### src/rtl/core/plbh_pkg.sv
// Shared types and constants for the parallel byte link block.
`timescale 1ns / 1ps

package plbh_pkg;

   localparam int REQ_TDATA_W = 16;
   localparam int RSP_TDATA_W = 40;
   localparam int CSR_IDX_W   = 2;
   localparam int CSR_DATA_W  = 16;
   localparam int QUEUE_DEPTH = 2;

   localparam logic [7:0] BYTE_IDLE = 8'hFF;

   // configuration register indexes
   localparam logic [CSR_IDX_W-1:0] CSR_READER_EN  = 2'd0;
   localparam logic [CSR_IDX_W-1:0] CSR_XFER_TICKS = 2'd1;
   localparam logic [CSR_IDX_W-1:0] CSR_PROC_TICKS = 2'd2;
   localparam logic [CSR_IDX_W-1:0] CSR_RX_TIMEOUT = 2'd3;

   typedef enum logic [2:0] {
      TX_IDLE,
      TX_XFER,
      TX_WAIT,
      TX_OK,
      TX_INTR
   } tx_status_type;

   typedef enum logic [2:0] {
      CMD_TICK,
      CMD_SEND,
      CMD_POP,
      CMD_REMOTE,
      CMD_ABORT,
      CMD_NOP
   } cmd_type;

   // classified item handed from front to back
   typedef struct packed {
      cmd_type    cmd;
      logic [7:0] tx_swapped;
      logic       tx_is_idle;
      logic [7:0] bus_swapped;
      logic       bus_is_idle;
   } item_type;

   typedef struct packed {
      logic [7:0] data_out;
      logic       drive_data;
      logic       init_line;
      logic [2:0] tx_status;
      logic       tx_done;
      logic [7:0] rx_byte;
      logic       rx_valid;
      logic [9:0] rx_count;
      logic       rx_overwrite;
      logic       rx_busy;
   } rsp_type;

endpackage

### src/rtl/core/plbh_queue.sv
// Short queue of classified items between front and back.
`timescale 1ns / 1ps

module plbh_queue (
   input  logic               clock,
   input  logic               reset,
   input  logic               push,
   input  plbh_pkg::item_type push_item,
   output logic               full,
   input  logic               pop,
   output logic               out_valid,
   output plbh_pkg::item_type out_item
);

   localparam int PTR_W = $clog2(plbh_pkg::QUEUE_DEPTH);
   localparam int CNT_W = $clog2(plbh_pkg::QUEUE_DEPTH + 1);

   plbh_pkg::item_type entry_ff [plbh_pkg::QUEUE_DEPTH];
   logic [PTR_W-1:0] wr_ptr_ff, wr_ptr_in;
   logic [PTR_W-1:0] rd_ptr_ff, rd_ptr_in;
   logic [CNT_W-1:0] count_ff, count_in;

   function automatic logic [PTR_W-1:0] bump(input logic [PTR_W-1:0] p);
      return (p == PTR_W'(plbh_pkg::QUEUE_DEPTH - 1)) ? '0 : p + 1'b1;
   endfunction

   assign full      = (count_ff == CNT_W'(plbh_pkg::QUEUE_DEPTH));
   assign out_valid = (count_ff != '0);
   assign out_item  = entry_ff[rd_ptr_ff];

   always_comb begin
      wr_ptr_in = push ? bump(wr_ptr_ff) : wr_ptr_ff;
      rd_ptr_in = pop ? bump(rd_ptr_ff) : rd_ptr_ff;
      count_in  = count_ff;
      if (push && !pop) count_in = count_ff + 1'b1;
      else if (pop && !push) count_in = count_ff - 1'b1;
   end

   always_ff @(posedge clock) begin
      if (push) entry_ff[wr_ptr_ff] <= push_item;
      if (reset) begin
         wr_ptr_ff <= '0;
         rd_ptr_ff <= '0;
         count_ff  <= '0;
      end else begin
         wr_ptr_ff <= wr_ptr_in;
         rd_ptr_ff <= rd_ptr_in;
         count_ff  <= count_in;
      end
   end

endmodule

### config.mk
export PLATFORM = sky130hd
export DESIGN_NAME = plbh_queue
export DESIGN_NICKNAME = d
export VERILOG_FILES = /design/src/rtl/core/plbh_pkg.sv /design/src/rtl/core/plbh_queue.sv
export SDC_FILE = /design/constraint.sdc
export NUM_CORES = 1
export LEC_CHECK = 0
export BUFFER_PORTS_ARGS = -buffer_cell sky130_fd_sc_hd__buf_2
export CORE_ASPECT_RATIO = 1.5
export CORE_MARGIN = 1
export CORE_UTILIZATION = 45
export CTS_BUF_LIST = sky130_fd_sc_hd__clkbuf_4 sky130_fd_sc_hd__clkbuf_8 sky130_fd_sc_hd__clkbuf_16
export CTS_CLUSTER_DIAMETER = 100
export DETAILED_ROUTE_END_ITERATION = 10
export PLACE_DENSITY_LB_ADDON = 0.12
export SYNTH_ARGS = -nofsm -noshare
export SYNTH_HDL_FRONTEND = slang
export SYNTH_SLANG_ARGS = --single-unit
export TNS_END_PERCENT = 100
### constraint.sdc
create_clock -name clock -period 4.25 [get_ports clock]
set_input_delay 0 -clock clock [delete_from_list [all_inputs] [get_ports clock]]
set_output_delay 0 -clock clock [all_outputs]
set_load 0.01 [all_outputs]
==> summary.md <==
| Metric | Value |
|---|---|
| I/O pin count | 48 |
| WHS | 422 ps |
| DP Wirelength | 1780 µm |
| Dpl cell area | 0.00200 mm² |
| Final Instance Area | 0.00234 mm² |
| Flop pwr share | 58.4% |
| RSZ-0062 raised after global routing | false |
| Clock group share of total power | 28.4% |
| Max Fclk | 559 MHz |
| Final setup skew | 3.34 ps |
| Fin. max-slew vios | 0 |
| Simple-Gate Fraction of Synth Area | 2.84% |
| Sequential element share of the synthesized area | 79.2% |
| Critical path class | flop to primary output |
| Fin crit period | 1790 ps |
| RR Startpoint | wr_ptr_ff |
| Clk_lat worst skew | 290 ps |
| Num rows | 27 |
| Synth Area in Compound Gates | 0.583% |
| Final ANT Viol Nets | 0 |
| Share of the synthesized area in the top cell type | 73.4% |
| CTS clk-pin slew, worst paths | 80 ps |
| Crit-path max FO | 21 |
| Non-filler cells, final | 208 |
| Core Region | 0.00365 mm² |
| Largest net degree at the start of global routing | 22 |
| Synth cell types | 16 |
| P_sw | 203 µW |
| Mapped cell area | 0.00172 mm² |
| Share of cells above drive strength 1 | 47.3% |
| Hold crit path type | primary input to flop |
| Pwr dens | 404 mW/mm² |
| Final hold vios | 0 |
| TritonCTS clock tree | built |
| CTS Root Buffer Type | clkbuf_8 |
| Vias in the first global route | 980 |
| Critical Path AT | 1790 ps |
| WL/cell | 13.6 µm |
| Vias | 983 |
| Multi-input gate area | 345 µm² |
| N_diodes | 0 |
| Vias per cell | 4.73 |
| MaxCap Viol Count | 0 |
| CP startpoint kind | flop |
| Nets | 190 |
| Seq. cell area | 0.00136 mm² |
| Worst Path Required | 4250 ps |
| Sw Share | 21.5% |
| P&R area growth vs syn | 36.4% |
| Nature of the critical path endpoint | primary output |
| Maximum vdd drop | 327 µV |
| Fill count | 283 |
| Synth warn | 0 |
| Global Route Usage Sum | 15.8% |
| Area leader, netlist | edfxtp_1 |
| Cell-internal power | 745 µW |
| H-tree depth | 2 |
| Mapped Nets | 113 |
| Final setup viols | 0 |
| Die width | 52.5 µm |
| Placer Congestion | 0.633 |
| Synth Register Bits | 47 |
| Adder-Cell Fraction of Synth Area | 0.728% |
| Initial core utilization | 47.1% |
| Top cells by area, synth | edfxtp_1 (73%), mux2_2 (14%), dfxtp_1 (5.8%), xnor2_1 (1.0%), xor2_1 (1.0%) |
| Die H | 77.7 µm |
| TritonRoute pass-1 iters | 2 |
| First-pass GRT wire length | 4490 µm |
| Min-delay src | push_item[6] |
| Gr ovfl total | 0 |
| Main combinational cell family by area after synthesis | multiplexers |
| Status | complete, no violations |
| Pwr Total | 948 µW |
| Max Root-Sink Buffers | 2 |
| # DRC | 0 |
| Least-Margin Pin Slew | 1110 ps |
| Static Leak | 0.912 nW |
| Drt total wl | 2830 µm |
| Post-Synth XOR/XNOR Area | 2.04% |
| CTS buffer count | 5 |
| Avg Cell Area, Syn | 19.7 µm² |
| Total Die Area | 0.00407 mm² |
| IO buf count | 47 |
| DR iter-0 viols | 24 |
| Gate power share | 13.2% |
| Initial antenna violation count | 0 |
| Setup TNS Final | 0 ps |
| Mux contribution to synthesized area | 13.8% |
| Clk sinks | 47 |
| Postcts setup bufs | 0 |
| Placed cells | 175 |
| Fin crit share | 42.1% |
| Syn Inst Count | 87 |
| Slew headroom | 25.5% |
## state kept, by name (all words and copies together), names as in the netlist, named ones only
register,cells
entry_ff,42
count_ff,2
rd_ptr_ff,1
wr_ptr_ff,1
## path summary, 6_finish.rpt
kind / end / slack (ps) / depth (start not counted)
setup / recovery: out_item[11] / 2460 / 2
hold reg to reg: count_ff[1] / 510 / 2
hold / removal: entry_ff[0][6] / 420 / 2
setup reg to reg: entry_ff[0][1] / 2660 / 1
## power by group through the flow
stage	Sequential [mW]	Clock, mW	Combinational (mW)
CTS	0.554	0.280	0.127
detailed placement	0.564	0	0.109
global placement	0.562	0	0.106
floorplan	0.554	0	0.0699
finish	0.553	0.269	0.125
global route	0.557	0.296	0.136
## Yosys cell counts, drive strengths merged
cell,count
a21oi,1
and2,1
and2b,1
buf,2
dfxtp,5
edfxtp,42
ha,1
inv,1
mux2,21
nor2,4
nor2b,1
o21ai,1
or2,1
or3,1
xnor2,2
xor2,2
## placed cells by master (no fill, tap or decap), types with 2 or more instances in the layout
cell / instances
clkbuf_8: 6
xnor2_1: 2
nor2_1: 4
xor2_1: 2
edfxtp_1: 42
dfxtp_1: 5
buf_2: 47
mux2_2: 21
dlygate4sd3_1: 25
## critical path, cell delays in order, from the launching register on
cell and delay [ps]:
dfxtp_1 930, mux2_2 420, buf_2 140
## kinds of logic after synthesis
group / after synthesis
AOI/OAI and AO/OA: 2
DFF: 47
muxes: 21
and+or+nand+nor: 9
xor gates and xnor gates: 4
buffers and inverters: 3
adders and majority gates: 1
## layout make-up
cell class,instances,area share (%)
clock buffer,7,3.84
clock inverter,1,0.160
inverter,1,0.160
multi-input combinational,37,14.7
sequential,47,58.1
tap,43,2.30
timing repair buffer,72,20.7
## per-stage QoR
stage	utilization, %	setup WS, ps
after detailed placement	54.8	2620
after global routing	64.2	2350
after CTS	64.2	2410
after global placement	54.8	2710
final	64.2	2460
after floorplan	-	2560
## metal layers
| layer | vias up | GRT usage, % | wire length (µm) |
|---|---|---|---|
| li1 | 481 | - | - |
| met4 | 0 | 8.68 | 72 |
| met3 | 7 | 5.29 | 132 |
| met2 | 29 | 27.0 | 1530 |
| met5 | - | 0 | 0 |
| met1 | 466 | 16.0 | 1090 |
## timing repair
| action | 4_1_cts | 5_1_grt |
|---|---|---|
| endpoints found under the hold margin | 47 | 0 |
| hold buffers | 25 | 0 |
| gates resized for setup | 0 | 0 |
No activity file was read; power rests on OpenSTA's default activity.
