`src/rtl/core/plbh_pkg.sv`:
```
// Shared types and constants for the parallel byte link block.
`timescale 1ns / 1ps

package plbh_pkg;

   localparam int REQ_TDATA_W = 16;
   localparam int RSP_TDATA_W = 40;
   localparam int CSR_IDX_W   = 2;
   localparam int CSR_DATA_W  = 16;
   localparam int QUEUE_DEPTH = 2;

   localparam logic [7:0] BYTE_IDLE = 8'hFF;

   // configuration register indexes
   localparam logic [CSR_IDX_W-1:0] CSR_READER_EN  = 2'd0;
   localparam logic [CSR_IDX_W-1:0] CSR_XFER_TICKS = 2'd1;
   localparam logic [CSR_IDX_W-1:0] CSR_PROC_TICKS = 2'd2;
   localparam logic [CSR_IDX_W-1:0] CSR_RX_TIMEOUT = 2'd3;

   typedef enum logic [2:0] {
      TX_IDLE,
      TX_XFER,
      TX_WAIT,
      TX_OK,
      TX_INTR
   } tx_status_type;

   typedef enum logic [2:0] {
      CMD_TICK,
      CMD_SEND,
      CMD_POP,
      CMD_REMOTE,
      CMD_ABORT,
      CMD_NOP
   } cmd_type;

   // classified item handed from front to back
   typedef struct packed {
      cmd_type    cmd;
      logic [7:0] tx_swapped;
      logic       tx_is_idle;
      logic [7:0] bus_swapped;
      logic       bus_is_idle;
   } item_type;

   typedef struct packed {
      logic [7:0] data_out;
      logic       drive_data;
      logic       init_line;
      logic [2:0] tx_status;
      logic       tx_done;
      logic [7:0] rx_byte;
      logic       rx_valid;
      logic [9:0] rx_count;
      logic       rx_overwrite;
      logic       rx_busy;
   } rsp_type;

endpackage

```
`src/rtl/core/plbh_front.sv`:
```
// Front end: decodes request items into link commands, swaps CR and LF and flags idle bytes.
`timescale 1ns / 1ps

module plbh_front (
   input  logic [2:0]        req_type,
   input  logic [7:0]        tx_byte,
   input  logic [7:0]        bus_data,
   output plbh_pkg::item_type item
);

   localparam logic [2:0] REQ_TICK   = 3'd0;
   localparam logic [2:0] REQ_SEND   = 3'd1;
   localparam logic [2:0] REQ_POP    = 3'd2;
   localparam logic [2:0] REQ_REMOTE = 3'd3;
   localparam logic [2:0] REQ_ABORT  = 3'd4;

   localparam logic [7:0] CHAR_CR = 8'd13;
   localparam logic [7:0] CHAR_LF = 8'd10;

   function automatic logic [7:0] swap_crlf(input logic [7:0] b);
      logic [7:0] r;
      r = b;
      if (b == CHAR_CR) r = CHAR_LF;
      else if (b == CHAR_LF) r = CHAR_CR;
      return r;
   endfunction

   always_comb begin
      unique case (req_type)
         REQ_TICK:   item.cmd = plbh_pkg::CMD_TICK;
         REQ_SEND:   item.cmd = plbh_pkg::CMD_SEND;
         REQ_POP:    item.cmd = plbh_pkg::CMD_POP;
         REQ_REMOTE: item.cmd = plbh_pkg::CMD_REMOTE;
         REQ_ABORT:  item.cmd = plbh_pkg::CMD_ABORT;
         default:    item.cmd = plbh_pkg::CMD_NOP;
      endcase
      item.tx_swapped  = swap_crlf(tx_byte);
      item.tx_is_idle  = (tx_byte == plbh_pkg::BYTE_IDLE);
      item.bus_swapped = swap_crlf(bus_data);
      item.bus_is_idle = (bus_data == plbh_pkg::BYTE_IDLE);
   end

endmodule

```
`config.mk`:
```
export PLATFORM = sky130hd
export DESIGN_NAME = plbh_front
export DESIGN_NICKNAME = d
export VERILOG_FILES = /design/src/rtl/core/plbh_pkg.sv /design/src/rtl/core/plbh_front.sv
export SDC_FILE = /design/constraint.sdc
export NUM_CORES = 1
export LEC_CHECK = 0
export ABC_AREA = 1
export BUFFER_PORTS_ARGS = -buffer_cell sky130_fd_sc_hd__buf_2
export CAP_MARGIN = 20
export CORE_AREA = 2 2 39 41
export DETAILED_ROUTE_END_ITERATION = 10
export DIE_AREA = 0 0 41 43
export PLACE_DENSITY_LB_ADDON = 0.12
export SYNTH_ARGS = -nofsm -noshare
export SYNTH_HDL_FRONTEND = slang
export SYNTH_SLANG_ARGS = --single-unit
```
`constraint.sdc`:
```
create_clock -name vclk -period 0.8
set_input_delay 0.04 -clock vclk [all_inputs]
set_output_delay 0.04 -clock vclk [all_outputs]
set_load 0.01 [all_outputs]
```
==> summary.md, run 1 <==
| Metric | Value |
|---|---|
| First-pass GRT wire length | 1.193 mm |
| Worst setup startpoint | tx_byte[6] |
| I/O Pins | 40 |
| Pwr Density | 478.5 nW/um2 |
| Worst Path Arrival | 0.73 ns |
| # clk buffers | 0 |
| CP endpoint kind | output pin |
| Worst slew pin tran | 0.1623 ns |
| Worst hold path type | in -> out |
| Port Buf Inserts | 40 |
| Die outline width | 41 um |
| Post-DP HPWL | 717.8 um |
| Critical Path RT | 0.76 ns |
| Router iterations before antenna repair | 3 |
| Antenna Cells | 0 |
| Combinational power share | 1.000 |
| Sequential power share | 0 |
| Initial antenna violation count | 0 |
| Slew Viols, Final | 0 |
| Wire per inst | 9.087 um |
| Final wirelength | 936 um |
| Pleak | 0.3016 nW |
| Min cycle time layout | 0.7687 ns |
| Total GRT Usage | 0.08791 |
| Unrepaired setup endpoints after global routing | true |
| Largest net degree at the start of global routing | 4 |
| FF/Latch Area | 0 um2 |
| # rows | 14 |
| Unique cell type count in the Yosys netlist | 13 |
| Die height | 43 um |
| Critical path class | in -> out |
| DR vias | 430 |
| Status | completed |
| Setup Slack @ Placement | -0.02537 ns |
| Yosys Warn Count | 0 |
| Endpoints failing setup | 0 |
| Top post-synthesis cells by area | nor2_1, clkbuf_1, nand2_1 |
| Initial DRC count | 3 |
| Avg Cell Area, Syn | 4.580 um2 |
| Max_slew headroom | 0.8912 |
| Final hold vios | 0 |
| Synth-to-layout area growth | 122.9% |
| Clk pwr share | 0 |
| Mapped Cells | 56 |
| Synth Net Count | 75 |
| Hold_sp | bus_data[6] |
| Final ANT Viol Nets | 0 |
| GPL Wtd Cong | 0.6359 |
| Vias/cell | 4.175 |
| Die ar. | 1763 um2 |
| Final Cycle Share | 0.9609 |
| Crit path max fanout | 3 |
| Fraction of layout cells with a size suffix above 1 | 0.6667 |
| Startpoint type of the worst setup path | primary input |
| CORE AREA | 1384 um2 |
| Fmax | 1.301 GHz |
| Layout Utilization | 0.4132 |
| Starting Density | 0.1854 |
| FFs & Latches | 0 |
| Synthesized cell area | 256.5 um2 |
| Synth area leader | nor2_1 |
| Switch Pwr | 0.1354 mW |
| Switching Fraction | 0.4951 |
| Cell Int Power | 0.1381 mW |
| Grt ovf | 0 |
| Part of the Yosys area used for sequential elements | 0 |
| # hold bufs at CTS | 0 |
| Peak VDD IR | 0.1685 mV |
| Vias in the first global route | 357 |
| Max cap viols | 0 |
| Fin worst setup slack | 0.03131 ns |
| Final nets | 108 |
| Detailed-route DRC error count | 0 |
| Synth top area share | 0.1902 |
==> through the flow <==
stage	std cells	total power [mW]	setup TNS (ns)	hold slack, ns	area (um2)
after floorplan	56	0.1003	0	0.1275	256.5
after global placement	103	0.2108	-0.03168	0.2950	450.4
after detailed placement	103	0.2097	-0.05099	0.2969	450.4
after CTS	103	0.2159	0	0.2974	462.9
after global routing	103	0.2982	-0.04753	0.2862	571.8
final	103	0.2736	0	0.2792	571.8
==> cell usage after synthesis <==
cell       n
nor2_1    13
clkbuf_1  11
nand2_1    9
inv_1      5
nor2_2     5
nor3_1     3
nand3_1    2
nand4_1    2
o21ai_0    2
a21o_1     1
nand2_2    1
nor2_4     1
nor3_2     1
==> per-layer routing <==
metal	routed length, um	track usage	vias up
met5	0	0	-
met4	0	0	0
met3	74	0	0
met2	524	0.1750	19
met1	336	0.1013	183
li1	-	-	228
==> worst paths after layout <==
kind	end	cells past startpoint
worst max-delay path	item[12]	7
worst min-delay path	item[7]	2
==> power by group through the flow <==
stage               Combinational, mW  Sequential (mW)  Clock, mW
floorplan                       0.100                0          0
global placement                0.211                0          0
detailed placement              0.210                0          0
CTS                             0.216                0          0
global route                    0.298                0          0
finish                          0.274                0          0
==> worst max-delay path, cell delays in order <==
cell and delay (ns):
buf_6 0.10, nor2_4 0.13, nand2_4 0.07, nor2_4 0.12, nor2_1 0.05, nor2_1 0.08
buf_2 0.13
==> logic make-up after synthesis <==
logic type | Yosys count | synth area share
AND/OR/NAND/NOR | 37 | 0.6976
AO/OA/AOI/OAI | 3 | 0.06831
buffers and inverters | 16 | 0.2342
==> cell type report <==
type               count  area [um2]
inverters              5       18.77
multi-input cells     40       251.5
repair buffers        42       281.5
fillers              157       812.0
well taps             16       20.02
==> placed cells by master, fill, tap and decap left out <==
master   synthesis  routed
nand2_1          9       5
buf_8            0       2
o21ai_1          0       1
buf_4            0       3
nor2_4           1       7
buf_2            0      30
nand2_4          0       1
nor2_1          13      11
nor3_1           3       2
buf_6            0       7
inv_1            5       4
nand4_1          2       2
nor3_2           1       2
nand2_2          1       4
o21ai_0          2       1
nor2_2           5       1
inv_2            0       1
nand3_1          2       2
a21o_1           1       1
==> what timing repair did <==
item / in CTS / in global routing
endpoints found under the setup margin: 4 / 6
gates resized for setup: 3 / 34
buffers inserted: 0 / 0
pin swaps: 1 / 14
No activity file was read; power rests on OpenSTA's default activity.
==> run 2, diff against run 1 <==
--- a/config.mk
+++ b/config.mk
@@ -6,11 +6,11 @@
 export NUM_CORES = 1
 export LEC_CHECK = 0
 export ABC_AREA = 1
-export BUFFER_PORTS_ARGS = -buffer_cell sky130_fd_sc_hd__buf_2
 export CAP_MARGIN = 20
 export CORE_AREA = 2 2 39 41
 export DETAILED_ROUTE_END_ITERATION = 10
 export DIE_AREA = 0 0 41 43
+export DONT_BUFFER_PORTS = 1
 export PLACE_DENSITY_LB_ADDON = 0.12
 export SYNTH_ARGS = -nofsm -noshare
 export SYNTH_HDL_FRONTEND = slang
==> summary.md, run 2 (same netlist as run 1, synthesis figures left out) <==
| Metric | Value |
|---|---|
| Status | completed |
| CP endpoint kind | output pin |
| Port Buf Inserts | 0 (-100%) |
| Router iterations before antenna repair | 2 (-1) |
| Worst Path Arrival | 0.61 ns (-0.12 ns) |
| # hold bufs at CTS | 0 (unchanged) |
| Initial antenna violation count | 0 (unchanged) |
| Grt ovf | 0 (unchanged) |
| Die height | 43 um (unchanged) |
| # rows | 14 (unchanged) |
| Final Cycle Share | 0.8152 (-0.1456) |
| Max_slew headroom | 0.7436 (-0.1477) |
| Clk pwr share | 0 (unchanged) |
| Most used routing layer | met2 |
| Antenna Cells | 0 (unchanged) |
| Combinational power share | 1.000 (about the same) |
| Setup TNS | 0 ns (unchanged) |
| Total GRT Usage | 0.06394 (-0.02398) |
| Final hold vios | 0 (unchanged) |
| Max cap viols | 0 (unchanged) |
| Slowest-stage cell, CP | buf_4 |
| Cts repair resizes | 0 (-3) |
| Final wirelength | 583 um (-38%) |
| Slowest Stage Delay on Critical Path | 0.15 ns (+0.02 ns) |
| FF/Latch Area | 0 um2 (unchanged) |
| First-pass GRT wire length | 862 um (-28%) |
| Unrepaired setup endpoints after global routing | false |
| Crit path max fanout | 3 (unchanged) |
| Hold Crit Depth | 0 (-2) |
| I/O Pins | 40 (unchanged) |
| Min cycle time layout | 0.6522 ns (-0.1165 ns) |
| Largest net degree at the start of global routing | 4 (unchanged) |
| Worst path depth | 5 (-2) |
| # clk buffers | 0 (unchanged) |
| DR vias | 282 (-34%) |
| Setup bufs post-CTS | 0 (unchanged) |
| Fmax | 1.533 GHz (+18%) |
| GR Util met2 | 0.1250 (-0.05000) |
| Final ANT Viol Nets | 0 (unchanged) |
| Post-DP HPWL | 552.7 um (-23%) |
| Final nets | 68 (-37%) |
| Initial DRC count | 2 (-1) |
| Die outline width | 41 um (unchanged) |
| Die ar. | 1763 um2 (unchanged) |
| Endpoints failing setup | 0 (unchanged) |
| Cell Int Power | 0.03102 mW (-78%) |
| Fin worst setup slack | 0.1478 ns (+0.1165 ns) |
| Pwr Density | 319.9 nW/um2 (-33%) |
| GPL Wtd Cong | 0.5676 (-11%) |
| Synth-to-layout area growth | -2.439% |
| CORE AREA | 1384 um2 (unchanged) |
| Crit path max-delay family | simple AND/OR/NAND/NOR gates |
| Vias in the first global route | 251 (-30%) |
| Wire per inst | 9.254 um (+1.8%) |
| Sequential power share | 0 (unchanged) |
| Grt met3 use | 0.005236 (+0.005236) |
| Most common cell after layout, fill and taps aside | nor2_1 |
| Peak VDD IR | 0.05148 mV (-69%) |
| Critical path class | in -> out |
| Fillers | 166 (+5.7%) |
| Setup Slack @ Placement | 0.1342 ns (+0.1595 ns) |
| FFs & Latches | 0 (unchanged) |
| Starting Density | 0.1854 (unchanged) |
| Worst hold path type | in -> out |
| Detailed-route DRC error count | 0 (unchanged) |
| WP buf/inv | 1 (-1) |
| Multi-input gate area | 196.4 um2 (-22%) |
| Fraction of layout cells with a size suffix above 1 | 0.2128 (-0.4539) |
| Startpoint type of the worst setup path | primary input |
| Switching Fraction | 0.6124 (+0.1174) |
| Most frequent cells in the layout | nor2_1, nand2_1, inv_1, nor2_2, nor3_1 |
| Vias/cell | 4.476 (+7.2%) |
| Slew Viols, Final | 0 (unchanged) |
| Critical Path RT | 0.76 ns (about the same) |
| Grt met1 use | 0.06962 (-0.03165) |
| Switch Pwr | 0.04902 mW (-64%) |
| Layout Utilization | 0.1808 (-0.2324) |
| Cell chain of the critical path | nor2_2 -> nand2_2 -> nor2_4 -> o21ai_0 -> buf_4 |
| Pleak | 0.1034 nW (-66%) |
| Worst slew pin tran | 0.3817 ns (+0.2195 ns) |
## run 2: cell types whose count changed in the layout (fill, tap and decap cells not counted), sizes merged
cell,delta
buf,-40
## run 2: per-stage QoR
step	cell area [um2]	hold slack [ns]	std cells	power [mW]
floorplan	256.5	0.1275	56	0.1003
global placement	250.2	0.08009	63	0.08315
detailed placement	250.2	0.08010	63	0.08183
CTS	250.2	0.08010	63	0.08202
global route	250.2	0.08001	63	0.09352
finish	250.2	0.08001	63	0.08005
## run 2: worst paths after layout
check | from | slack [ns] | end
worst min-delay path | tx_byte[3] | 0.08 | item[13]
worst max-delay path | bus_data[4] | 0.15 | item[2]
## run 2: layout make-up
cell class,instances,area share
timing repair buffer,2,0.06000
inverter,5,0.07500
multi-input combinational,40,0.7850
tap,16,0.08000
## run 2: layer usage
metal  wire length [um]  part of all wire
met5                  0                 0
met4                  0                 0
met3                 75              0.13
met2                297              0.51
met1                210              0.36
## run 2: power groups by stage
stage	combinational [mW]	clock, mW	sequential (mW)
6_report	0.0800	0	0
5_1_grt	0.0935	0	0
4_1_cts	0.0820	0	0
3_5_place_dp	0.0818	0	0
3_3_place_gp	0.0832	0	0
2_1_floorplan	0.100	0	0
